<file path="src/rtl/adsr_envelope_amplifier_defines.svh">
// Assertion macros used by the envelope amplifier RTL.
`ifndef ADSR_ENVELOPE_AMPLIFIER_DEFINES_SVH
`define ADSR_ENVELOPE_AMPLIFIER_DEFINES_SVH

`ifndef NO_ASSERTIONS

// Concurrent assertion on clk, switched off while rst_n is low.
`define ADSR_ASSERT(lbl, prop, msg) \
    lbl: assert property (@(posedge clk) disable iff (!rst_n) prop) else $error(msg);

// Concurrent assertion on clk that also holds during reset.
`define ADSR_ASSERT_ALWAYS(lbl, prop, msg) \
    lbl: assert property (@(posedge clk) prop) else $error(msg);

`else

`define ADSR_ASSERT(lbl, prop, msg)
`define ADSR_ASSERT_ALWAYS(lbl, prop, msg)

`endif

`endif

</file>
<file path="src/rtl/adsr_env_pkg.sv">
// Types and constants for the ADSR envelope amplifier.
package adsr_env_pkg;

    localparam int unsigned DATA_W = 24;
    localparam int unsigned MODE_W = 2;
    localparam int unsigned CFG_IDX_W = 2;

    // Q1.23 full scale (1.0).
    localparam logic [DATA_W-1:0] FULL_SCALE = 24'd8388608;

    // Input item kinds carried in tuser.
    localparam logic [MODE_W-1:0] MODE_SAMPLE = 2'd0;
    localparam logic [MODE_W-1:0] MODE_NOTE_ON = 2'd1;
    localparam logic [MODE_W-1:0] MODE_NOTE_OFF = 2'd2;

    // Configuration register indexes.
    localparam logic [CFG_IDX_W-1:0] REG_ATTACK_STEP = 2'd0;
    localparam logic [CFG_IDX_W-1:0] REG_DECAY_STEP = 2'd1;
    localparam logic [CFG_IDX_W-1:0] REG_SUSTAIN_LEVEL = 2'd2;
    localparam logic [CFG_IDX_W-1:0] REG_RELEASE_STEP = 2'd3;

    // Configuration reset values.
    localparam logic [DATA_W-1:0] ATTACK_STEP_RST = 24'd19022;
    localparam logic [DATA_W-1:0] DECAY_STEP_RST = 24'd571;
    localparam logic [DATA_W-1:0] SUSTAIN_LEVEL_RST = 24'd5872026;
    localparam logic [DATA_W-1:0] RELEASE_STEP_RST = 24'd666;

    // Envelope stages.
    typedef enum logic [2:0] {
        ST_IDLE    = 3'd0,
        ST_ATTACK  = 3'd1,
        ST_DECAY   = 3'd2,
        ST_SUSTAIN = 3'd3,
        ST_RELEASE = 3'd4
    } stage_t;

    // Configuration register set.
    typedef struct packed {
        logic [DATA_W-1:0] attack_step;
        logic [DATA_W-1:0] decay_step;
        logic [DATA_W-1:0] sustain_level;
        logic [DATA_W-1:0] release_step;
    } cfg_t;

    // Sample and applied level handed to the multiplier stage.
    typedef struct packed {
        logic signed [DATA_W-1:0] sample;
        logic [DATA_W-1:0]        level;
    } vca_item_t;

endpackage

</file>
<file path="src/rtl/adsr_envelope_amplifier.sv">
// Top level of the linear ADSR envelope amplifier.
//
// A stream of note-on, note-off and audio-sample transactions enters on the slave
// side; each audio sample leaves on the master side scaled by the envelope level
// (Q1.23, floor shift by 23) together with the level applied. Note events give no
// output. One transaction is accepted every clock cycle when the output side keeps
// up; the envelope step and clamp are done at acceptance, so consecutive samples
// chain without bubbles. An accepted sample is first held in the stage machine's
// pipeline register, then passes the 24 x 24 multiplier into the output register.
// Configuration writes are taken every cycle and should be made only while no
// sample is in flight.
module adsr_envelope_amplifier
    import adsr_env_pkg::*;
(
    input  logic                 clk,
    input  logic                 rst_n,
    // Input stream
    input  logic                 s_tvalid,
    output logic                 s_tready,
    input  logic [23:0]          s_tdata,   // [23:0] sample_in
    input  logic [1:0]           s_tuser,   // [1:0] mode
    // Output stream
    output logic                 m_tvalid,
    input  logic                 m_tready,
    output logic [47:0]          m_tdata,   // [23:0] sample_out, [47:24] level_out
    // Configuration write channel
    input  logic                 cfg_valid,
    output logic                 cfg_ready,
    input  logic [CFG_IDX_W-1:0] cfg_index,
    input  logic [DATA_W-1:0]    cfg_data
);

    cfg_t                     cfg;
    logic                     item_valid;
    logic                     item_ready;
    vca_item_t                item;
    logic signed [DATA_W-1:0] out_sample;
    logic [DATA_W-1:0]        out_level;

    adsr_env_regs u_regs (
        .clk       (clk),
        .rst_n     (rst_n),
        .cfg_valid (cfg_valid),
        .cfg_ready (cfg_ready),
        .cfg_index (cfg_index),
        .cfg_data  (cfg_data),
        .cfg       (cfg)
    );

    adsr_env_gen u_gen (
        .clk        (clk),
        .rst_n      (rst_n),
        .cfg        (cfg),
        .in_valid   (s_tvalid),
        .in_ready   (s_tready),
        .in_mode    (s_tuser),
        .in_sample  (s_tdata),
        .item_valid (item_valid),
        .item_ready (item_ready),
        .item       (item)
    );

    adsr_env_vca u_vca (
        .clk        (clk),
        .rst_n      (rst_n),
        .item_valid (item_valid),
        .item_ready (item_ready),
        .item       (item),
        .out_valid  (m_tvalid),
        .out_ready  (m_tready),
        .out_sample (out_sample),
        .out_level  (out_level)
    );

    assign m_tdata = {out_level, out_sample};

endmodule

</file>
<file path="src/rtl/adsr_env_regs.sv">
// Configuration register file of the ADSR envelope amplifier.
module adsr_env_regs
    import adsr_env_pkg::*;
(
    input  logic                 clk,
    input  logic                 rst_n,
    input  logic                 cfg_valid,
    output logic                 cfg_ready,
    input  logic [CFG_IDX_W-1:0] cfg_index,
    input  logic [DATA_W-1:0]    cfg_data,
    output cfg_t                 cfg
);

    cfg_t cfg_reg;
    cfg_t cfg_next;

    // Writes are taken in any cycle.
    assign cfg_ready = 1'b1;
    assign cfg = cfg_reg;

    // Register decode.
    always_comb
    begin
        cfg_next = cfg_reg;
        if (cfg_valid)
        begin
            unique case (cfg_index)
                REG_ATTACK_STEP:   cfg_next.attack_step = cfg_data;
                REG_DECAY_STEP:    cfg_next.decay_step = cfg_data;
                REG_SUSTAIN_LEVEL: cfg_next.sustain_level = cfg_data;
                REG_RELEASE_STEP:  cfg_next.release_step = cfg_data;
                default:           cfg_next = cfg_reg;
            endcase
        end
    end

    always_ff @(posedge clk or negedge rst_n)
    begin
        if (!rst_n)
        begin
            cfg_reg.attack_step <= ATTACK_STEP_RST;
            cfg_reg.decay_step <= DECAY_STEP_RST;
            cfg_reg.sustain_level <= SUSTAIN_LEVEL_RST;
            cfg_reg.release_step <= RELEASE_STEP_RST;
        end
        else
        begin
            cfg_reg <= cfg_next;
        end
    end

endmodule

</file>
<file path="src/rtl/adsr_env_gen.sv">
// Envelope stage machine and level stepping, with the input pipeline register.
`include "adsr_envelope_amplifier_defines.svh"

module adsr_env_gen
    import adsr_env_pkg::*;
(
    input  logic              clk,
    input  logic              rst_n,
    input  cfg_t              cfg,
    input  logic              in_valid,
    output logic              in_ready,
    input  logic [MODE_W-1:0] in_mode,
    input  logic [DATA_W-1:0] in_sample,
    output logic              item_valid,
    input  logic              item_ready,
    output vca_item_t         item
);

    stage_t            stage_reg;
    stage_t            stage_next;
    logic [DATA_W-1:0] level_reg;
    logic [DATA_W-1:0] level_next;
    logic [DATA_W-1:0] applied;
    logic              item_valid_reg;
    logic              item_valid_next;
    vca_item_t         item_reg;

    logic              accept;
    logic              take_sample;
    logic [DATA_W-1:0] sus;
    logic [DATA_W:0]   att_sum;
    logic signed [DATA_W+1:0] dec_diff;
    logic signed [DATA_W+1:0] rel_diff;
    logic              att_full;
    logic              dec_hit;
    logic              rel_hit;

    // A new transaction is taken whenever the pipeline register is free or drains.
    assign in_ready = !item_valid_reg || item_ready;
    assign accept = in_valid && in_ready;
    assign take_sample = accept && (in_mode == MODE_SAMPLE);

    // Sustain above full scale saturates.
    assign sus = (cfg.sustain_level > FULL_SCALE) ? FULL_SCALE : cfg.sustain_level;

    // Stage step arithmetic and clamp tests.
    assign att_sum = {1'b0, level_reg} + {1'b0, cfg.attack_step};
    assign dec_diff = $signed({2'b00, level_reg}) - $signed({2'b00, cfg.decay_step});
    assign rel_diff = $signed({2'b00, level_reg}) - $signed({2'b00, cfg.release_step});
    assign att_full = (att_sum >= {1'b0, FULL_SCALE});
    assign dec_hit = (dec_diff <= $signed({2'b00, sus}));
    assign rel_hit = (rel_diff <= $signed({(DATA_W+2){1'b0}}));

    // Next stage.
    always_comb
    begin
        stage_next = stage_reg;
        if (accept)
        begin
            if (in_mode == MODE_NOTE_ON)
            begin
                stage_next = ST_ATTACK;
            end
            else if (in_mode == MODE_NOTE_OFF)
            begin
                stage_next = ST_RELEASE;
            end
            else if (in_mode == MODE_SAMPLE)
            begin
                unique case (stage_reg)
                    ST_ATTACK:  stage_next = att_full ? ST_DECAY : ST_ATTACK;
                    ST_DECAY:   stage_next = dec_hit ? ST_SUSTAIN : ST_DECAY;
                    ST_SUSTAIN: stage_next = ST_SUSTAIN;
                    ST_RELEASE: stage_next = rel_hit ? ST_IDLE : ST_RELEASE;
                    ST_IDLE:    stage_next = ST_IDLE;
                    default:    stage_next = ST_IDLE;
                endcase
            end
        end
    end

    // Level applied to the current sample.
    always_comb
    begin
        unique case (stage_reg)
            ST_ATTACK:  applied = att_full ? FULL_SCALE : att_sum[DATA_W-1:0];
            ST_DECAY:   applied = dec_hit ? sus : dec_diff[DATA_W-1:0];
            ST_SUSTAIN: applied = sus;
            ST_RELEASE: applied = rel_hit ? '0 : rel_diff[DATA_W-1:0];
            ST_IDLE:    applied = '0;
            default:    applied = '0;
        endcase
    end

    // Stored level: note-on clears it, a sample outside idle stores the applied level; idle samples leave it untouched.
    always_comb
    begin
        level_next = level_reg;
        if (accept && (in_mode == MODE_NOTE_ON))
        begin
            level_next = '0;
        end
        else if (take_sample && (stage_reg != ST_IDLE))
        begin
            level_next = applied;
        end
    end

    assign item_valid_next = take_sample ? 1'b1 : (item_ready ? 1'b0 : item_valid_reg);

    always_ff @(posedge clk or negedge rst_n)
    begin
        if (!rst_n)
        begin
            stage_reg <= ST_IDLE;
            level_reg <= '0;
            item_valid_reg <= 1'b0;
        end
        else
        begin
            stage_reg <= stage_next;
            level_reg <= level_next;
            item_valid_reg <= item_valid_next;
        end
    end

    // Payload of the pipeline register.
    always_ff @(posedge clk)
    begin
        if (take_sample)
        begin
            item_reg.sample <= $signed(in_sample);
            item_reg.level <= applied;
        end
    end

    assign item_valid = item_valid_reg;
    assign item = item_reg;

    `ADSR_ASSERT(a_level_in_range, level_reg <= FULL_SCALE, "envelope level above full scale")
    `ADSR_ASSERT(a_attack_peak, (stage_reg == ST_DECAY && $past(stage_reg) == ST_ATTACK) |-> level_reg == FULL_SCALE, "attack ended below full scale")
    `ADSR_ASSERT(a_release_floor, (stage_reg == ST_IDLE && $past(stage_reg) == ST_RELEASE) |-> level_reg == '0, "release ended above zero")
    `ADSR_ASSERT(a_stage_hold, (!accept) |=> (stage_reg == $past(stage_reg) && level_reg == $past(level_reg)), "envelope moved without a transaction")

endmodule

</file>
<file path="src/rtl/adsr_env_vca.sv">
// Sample-by-level multiplier and the output register.
module adsr_env_vca
    import adsr_env_pkg::*;
(
    input  logic                 clk,
    input  logic                 rst_n,
    input  logic                 item_valid,
    output logic                 item_ready,
    input  vca_item_t            item,
    output logic                 out_valid,
    input  logic                 out_ready,
    output logic signed [DATA_W-1:0] out_sample,
    output logic [DATA_W-1:0]    out_level
);

    logic                     out_valid_reg;
    logic                     out_valid_next;
    logic signed [DATA_W-1:0] sample_reg;
    logic [DATA_W-1:0]        level_reg;
    logic signed [2*DATA_W:0] product;

    assign item_ready = !out_valid_reg || out_ready;

    // Q1.23 product, floor shift by 23.
    assign product = item.sample * $signed({1'b0, item.level});

    assign out_valid_next = item_valid ? 1'b1 : (out_ready ? 1'b0 : out_valid_reg);

    always_ff @(posedge clk or negedge rst_n)
    begin
        if (!rst_n)
        begin
            out_valid_reg <= 1'b0;
        end
        else if (item_ready)
        begin
            out_valid_reg <= out_valid_next;
        end
    end

    always_ff @(posedge clk)
    begin
        if (item_valid && item_ready)
        begin
            sample_reg <= product[2*DATA_W-2:DATA_W-1];
            level_reg <= item.level;
        end
    end

    assign out_valid = out_valid_reg;
    assign out_sample = sample_reg;
    assign out_level = level_reg;

endmodule
</file>
<file path="config.mk">
export PLATFORM = sky130hd
export DESIGN_NAME = adsr_envelope_amplifier
export DESIGN_NICKNAME = d
export VERILOG_FILES = /design/src/rtl/adsr_env_pkg.sv /design/src/rtl/adsr_envelope_amplifier.sv /design/src/rtl/adsr_env_regs.sv /design/src/rtl/adsr_env_gen.sv /design/src/rtl/adsr_env_vca.sv
export VERILOG_INCLUDE_DIRS = /design/src /design/src/rtl
export SDC_FILE = /design/constraint.sdc
export NUM_CORES = 2
export LEC_CHECK = 0
export BUFFER_PORTS_ARGS = -buffer_cell sky130_fd_sc_hd__buf_2
export CAP_MARGIN = 30
export CORE_MARGIN = 10
export CORE_UTILIZATION = 51
export DETAILED_ROUTE_END_ITERATION = 12
export PLACE_DENSITY = 0.68
export RECOVER_POWER = 50
export SYNTH_ARGS = -nofsm -noshare
export SYNTH_HDL_FRONTEND = slang
export SYNTH_HIERARCHICAL = 1
export SYNTH_SLANG_ARGS = --single-unit
</file>
<file path="constraint.sdc">
create_clock -name clk -period 18.25 [get_ports clk]
set_input_delay 3.65 -clock clk [delete_from_list [all_inputs] [get_ports clk]]
set_output_delay 3.65 -clock clk [all_outputs]
set_load 0.01 [all_outputs]
</file>
Word level (Yosys, flattened, before mapping)
Index checks and enable logic that the tools add are counted.

storage, ports and cells
  input bits = 57
  word-level logic and storage cells = 69
  output and inout bits = 51
  register bits after elaboration = 221

operators by class
  $mul = 1
  muxes and demuxes = 18
  eq/ne operators = 9
  add/sub/neg operators = 3
  order comparisons = 4
  reductions and logical operators = 22

operators with widths
  operator                                                                               number
  24-bit two-way mux                                                                     6
  24-bit one-hot mux with 4 select lines                                                 1
  24-bit by 24-bit subtractor with 25-bit output                                         2
  24-bit by 25-bit multiplier with 47-bit output                                         1
  26-bit by 1-bit less-or-equal comparator with 1-bit output, second input constant      1
  26-bit by 25-bit less-or-equal comparator with 1-bit output                            1
  24-bit by 24-bit adder with 25-bit output                                              1
  25-bit by 24-bit greater-or-equal comparator with 1-bit output, second input constant  1
  24-bit greater-than comparator, second input constant                                  1
  3-bit two-way mux                                                                      4
  3-bit one-hot mux with 4 select lines                                                  1
  2-bit AND reduction                                                                    6
  2-bit == test, second input constant                                                   3
  3-bit by 2-bit == test with 1-bit output, second input constant                        2
  2-bit nonzero test                                                                     3
  3-bit nonzero test                                                                     2
  1-bit logical AND                                                                      5
  1-bit two-way mux                                                                      5
  2-bit by 1-bit == test with 1-bit output, second input constant                        2
  2-bit zero test                                                                        2
  3-bit by 1-bit == test with 1-bit output, second input constant                        1
  3-bit == test, second input constant                                                   1
  1-bit zero test                                                                        2
  1-bit logical OR                                                                       2
  2-bit two-way mux                                                                      1

Depth between registers and ports, before layout
  depth after elaboration = 8
  gate-level depth with buffers = 25
  mapped depth without buffers = 24

Cells and area by module
Netlist, hierarchy kept.

by module, submodules not included
  module         cells an instance  sequential area each (um^2)  times used  area an instance (um^2)
  adsr_env_vca   2123               1466.4                       1           19956.6
  adsr_env_gen   915                2142.1                       1           7711.1
  adsr_env_regs  206                2439.8                       1           3646.0

Worst setup path before layout
Ideal clock, no wire load.

  kind = input port to output port
  from = in m_tready
  to = out s_tready
  cell stages on the path = 2
  data arrival time = 3996 ps
  path buffers = 0
  data required time = 14600 ps
  slack = 10604 ps
  cells stage by stage = nand2b_1 nand2b_1

between the ends
  cells in the longest elaborated chain, start to end = 2

RTL lines
  what                RTL line                       RTL
  start: declaration  adsr_envelope_amplifier.sv:24  input logic m_tready,
  1-bit logical OR    adsr_env_vca.sv:22             assign item_ready = !out_valid_reg || out_ready;
  1-bit logical OR    adsr_env_gen.sv:39             assign in_ready = !item_valid_reg || item_ready;
  end: declaration    adsr_envelope_amplifier.sv:19  output logic s_tready,

Every way passes these cells.

==> impl_results.md <==
- Status: complete, but fails checks
- Failing checks: max-capacitance violations, max-slew violations
- Post-CTS sizing: 0
- Layout Skew: 0.0117 ns
- Hold Path Cell Cnt: 0
- Die Y: approximately 270 um
- Slowest cell delay on critical path: approximately 2.5 ns
- Cell Area, Synth: 31300 um^2
- Largest net degree at the start of global routing: 66
- CTS Root Cell: clkbuf_16
- Synthesis Warnings: 6
- Clock Latency Late Sink: about 0.58 ns
- Pwr dens: between 150 and 200 nW/um^2
- Setup bufs post-CTS: 0
- CTS max path bufs: 3
- Share of power burned in the clock network: 0.106
- # hold bufs at CTS: 0
- Worst Path Arrival: between 8 and 9 ns
- First-pass GRT wire length: roughly 140000 um
- Combinational Power Share: 0.750
- Critical Path RT: roughly 18 ns
- Vias in the first global route: 24743
- CP Buf/Inv Count: 2
- Crit end category: asynchronous set/reset pin
- Initial DRC count: about 1600
- Hold_ws: around 0.46 ns
- Total clock buffers created by CTS: 29
- Drt via density: 5.60
- Critical path destination: u_regs/cfg[64]
- Tcrit/Tclk final: 0.474
- Worst Setup SP: rst_n
- Fmax: about 0.12 GHz
- FF-to-FF Start: u_gen/item[12]
- Cell family with most CP delay: buffers and inverters
- Critical Path Source Type: input pin
- Max-slew violation count: between 300 and 400
- Vias: 22932
- Sw Share: 0.506
- Final count of negative-setup-slack endpoints: 0
- Internal power: about 2900 uW
- CP max stage cell: clkbuf_1
- CTS Sinks: about 220
- Worst path most repeated cell: clkbuf_1
- NetSw: around 3000 uW
- Max-Cap Viols: 8
- Hold path start: u_gen/item[11]
- Initial core utilization: 0.517
- Top-area cell type share of the netlist area: 0.309
- Reg-to-reg setup timing slack: just under 10 ns
- Area leader, netlist: fa_1
- FF+latch count, synth: 221
- Max reg flops: 96
- Fraction of layout cells with a size suffix above 1: 0.0932
- Post-synthesis sequential area ratio: 0.193
- Endpoints failing hold: 0
- HPWL after detailed placement: 65600 um
- Worst slew pin tran: roughly 3.5 ns
- Die area: between 70000 and 80000 um^2
- RSZ-0062 raised after global routing: no
- Crit. path cell count: 2
- Synth top area cells: fa_1 (31%), ha_1 (11%), edfxtp_1 (9.2%), dfrtp_1 (7.6%), inv_1 (7.2%)
- Syn Inst Count: approximately 3200
- CP max FO: 65
- Die Wd: 268 um
- Routed len/inst: ~20 um
- Final WL: between 80000 and 90000 um
- DRC viols: 0
- Placed Cells: between 4000 and 5000
- Cell Chain, Critical Path: clkbuf_1, clkbuf_1
- Initial antenna violation count: 3
- Reg2Reg Depth: 21
- CTS tree: done
- Cell Rows: 90
- Post-synth EDFFs: 96
- Synth cell types: 85
- Core area: 60600 um^2
- Overall Global Routing Usage: 0.240
- CTS H-Tree Depth: 1
- Placer Congestion: between 1 and 1.5
- Fin nets: approximately 4100
- Final TNS setup: 0 ns
- Slew margin rel.: -1.30
- Ys flop type: edfxtp_1
- Routed Antenna Nets: 0
- Fin cells: ~4100
- Remaining Overflow, GRT: 0
- Syn Area/Cell: between 9 and 10 um^2
- Worst r2r dst: u_vca/out_sample[17]
- Peak supply drop: between 0.2 and 0.25 mV
- Fraction of registers with async set/reset: 0.566
- Syn_nets: 4066
- Area Growth Syn to Fin: 7.24%
- Port Buffer Count: roughly 110
- Register clock-pin slew on the reported worst setup and hold paths: ~0.06 ns
- Router iterations before antenna repair: 7
- Critical path class: in -> async
- Overall Power: just under 6000 uW
- Sequential Power Share: 0.144
- Min-delay worst type: reg -> reg
- Crit path time final: between 8 and 9 ns
- Leakage: ~0.016 uW
- IO Count: 108
routing by layer:
| layer | wire length [um] | GRT usage |
|---|---|---|
| met5 | 0 | 0 |
| met4 | 2400 | 0.0718 |
| met3 | 4500 | 0.0282 |
| met2 | 40200 | 0.409 |
| met1 | 36100 | 0.319 |
synthesized netlist by cell type, types with 9 or more instances:
master    count
ha_1        281
inv_1       598
clkbuf_1    113
edfxtp_1     96
nand2b_1     27
and2_1      276
a21o_1       41
mux2_2       95
nand3_1      29
o211ai_1     10
nor3_1       26
a32oi_1      14
nor4_1       10
buf_2         9
a211oi_1     21
xnor2_1      64
nor2b_1      16
nor2_1       70
a21oi_1     109
dfrtp_1      95
o21bai_1     11
dfstp_2      30
fa_1        484
xor2_1       25
a31oi_1      12
nand2_1     408
nand4_1      24
o21ai_0      89
a222oi_1     11
cells by family (layout without fill, tap and decap cells):
family          after synthesis  after routing  synth area share
flops                       221            221             0.193
xor+xnor                     89             89            0.0249
other cells                   1              2          0.000120
mux                          96             96            0.0345
buf+inv                     730            801            0.0892
compound gates              414            414            0.0881
simple gates                928            928             0.148
fa+ha+maj                   765            765             0.422
area by class of cell:
class                      count  area, um^2
antenna                        1        2.50
clock buffer                  39         836
clock inverter                15         205
fill                        5526       27000
inverter                     598        2240
multi-input combinational   2293       22500
sequential                   221        6050
tap                          782         978
timing repair buffer         149         803
power groups by stage:
stage / Sequential, uW / Combinational [uW] / Clock (uW)
2_1_floorplan: 830 / 3140 / 0
3_3_place_gp: 853 / 4310 / 0
3_5_place_dp: 851 / 4310 / 0
4_1_cts: 845 / 4390 / 637
5_1_grt: 854 / 4950 / 656
6_report: 847 / 4410 / 620
placed cells by master (no fill, tap or decap), types with 7 or more instances in the layout:
cell type,synthesis,routed
edfxtp_1,96,96
nor2_1,70,69
fa_1,484,484
o21ai_1,8,8
and3_1,8,8
a21oi_1,109,109
nand2b_1,27,27
buf_2,9,100
o21ai_0,89,89
a31oi_1,12,12
clkbuf_16,0,31
clkbuf_1,113,35
nand3_1,29,30
o211ai_1,10,10
dfrtp_1,95,95
o21a_1,8,8
a21o_1,41,41
mux2_2,95,95
and2_1,276,275
xnor2_1,64,64
o21bai_1,11,10
nand2_1,408,408
ha_1,281,281
nor2b_1,16,16
xor2_1,25,25
a22o_1,7,7
nor3_1,26,26
buf_4,5,16
nand4_1,24,24
a222oi_1,11,11
inv_1,598,598
dfstp_2,30,30
a32oi_1,14,14
a221oi_1,7,7
a211oi_1,21,21
nor4_1,10,10
per-stage QoR:
stage | util | setup slack [ns] | cell area [um^2]
after floorplan | - | 10.60 | 31300
after global placement | 0.538 | 10.38 | 32600
after detailed placement | 0.539 | 10.36 | 32700
after CTS | 0.556 | 10.34 | 33700
after global routing | 0.554 | 8.60 | 33600
final | 0.554 | 9.60 | 33600
worst min-delay path by stage:
| stage | end |
|---|---|
| after floorplan | u_vca/out_valid |
| after global placement | u_vca/out_level[11] |
| after detailed placement | u_vca/out_level[11] |
| after CTS | u_vca/out_level[11] |
| after global routing | u_vca/out_level[11] |
| final | u_vca/out_level[11] |
Power figures use the tool's default switching activity.
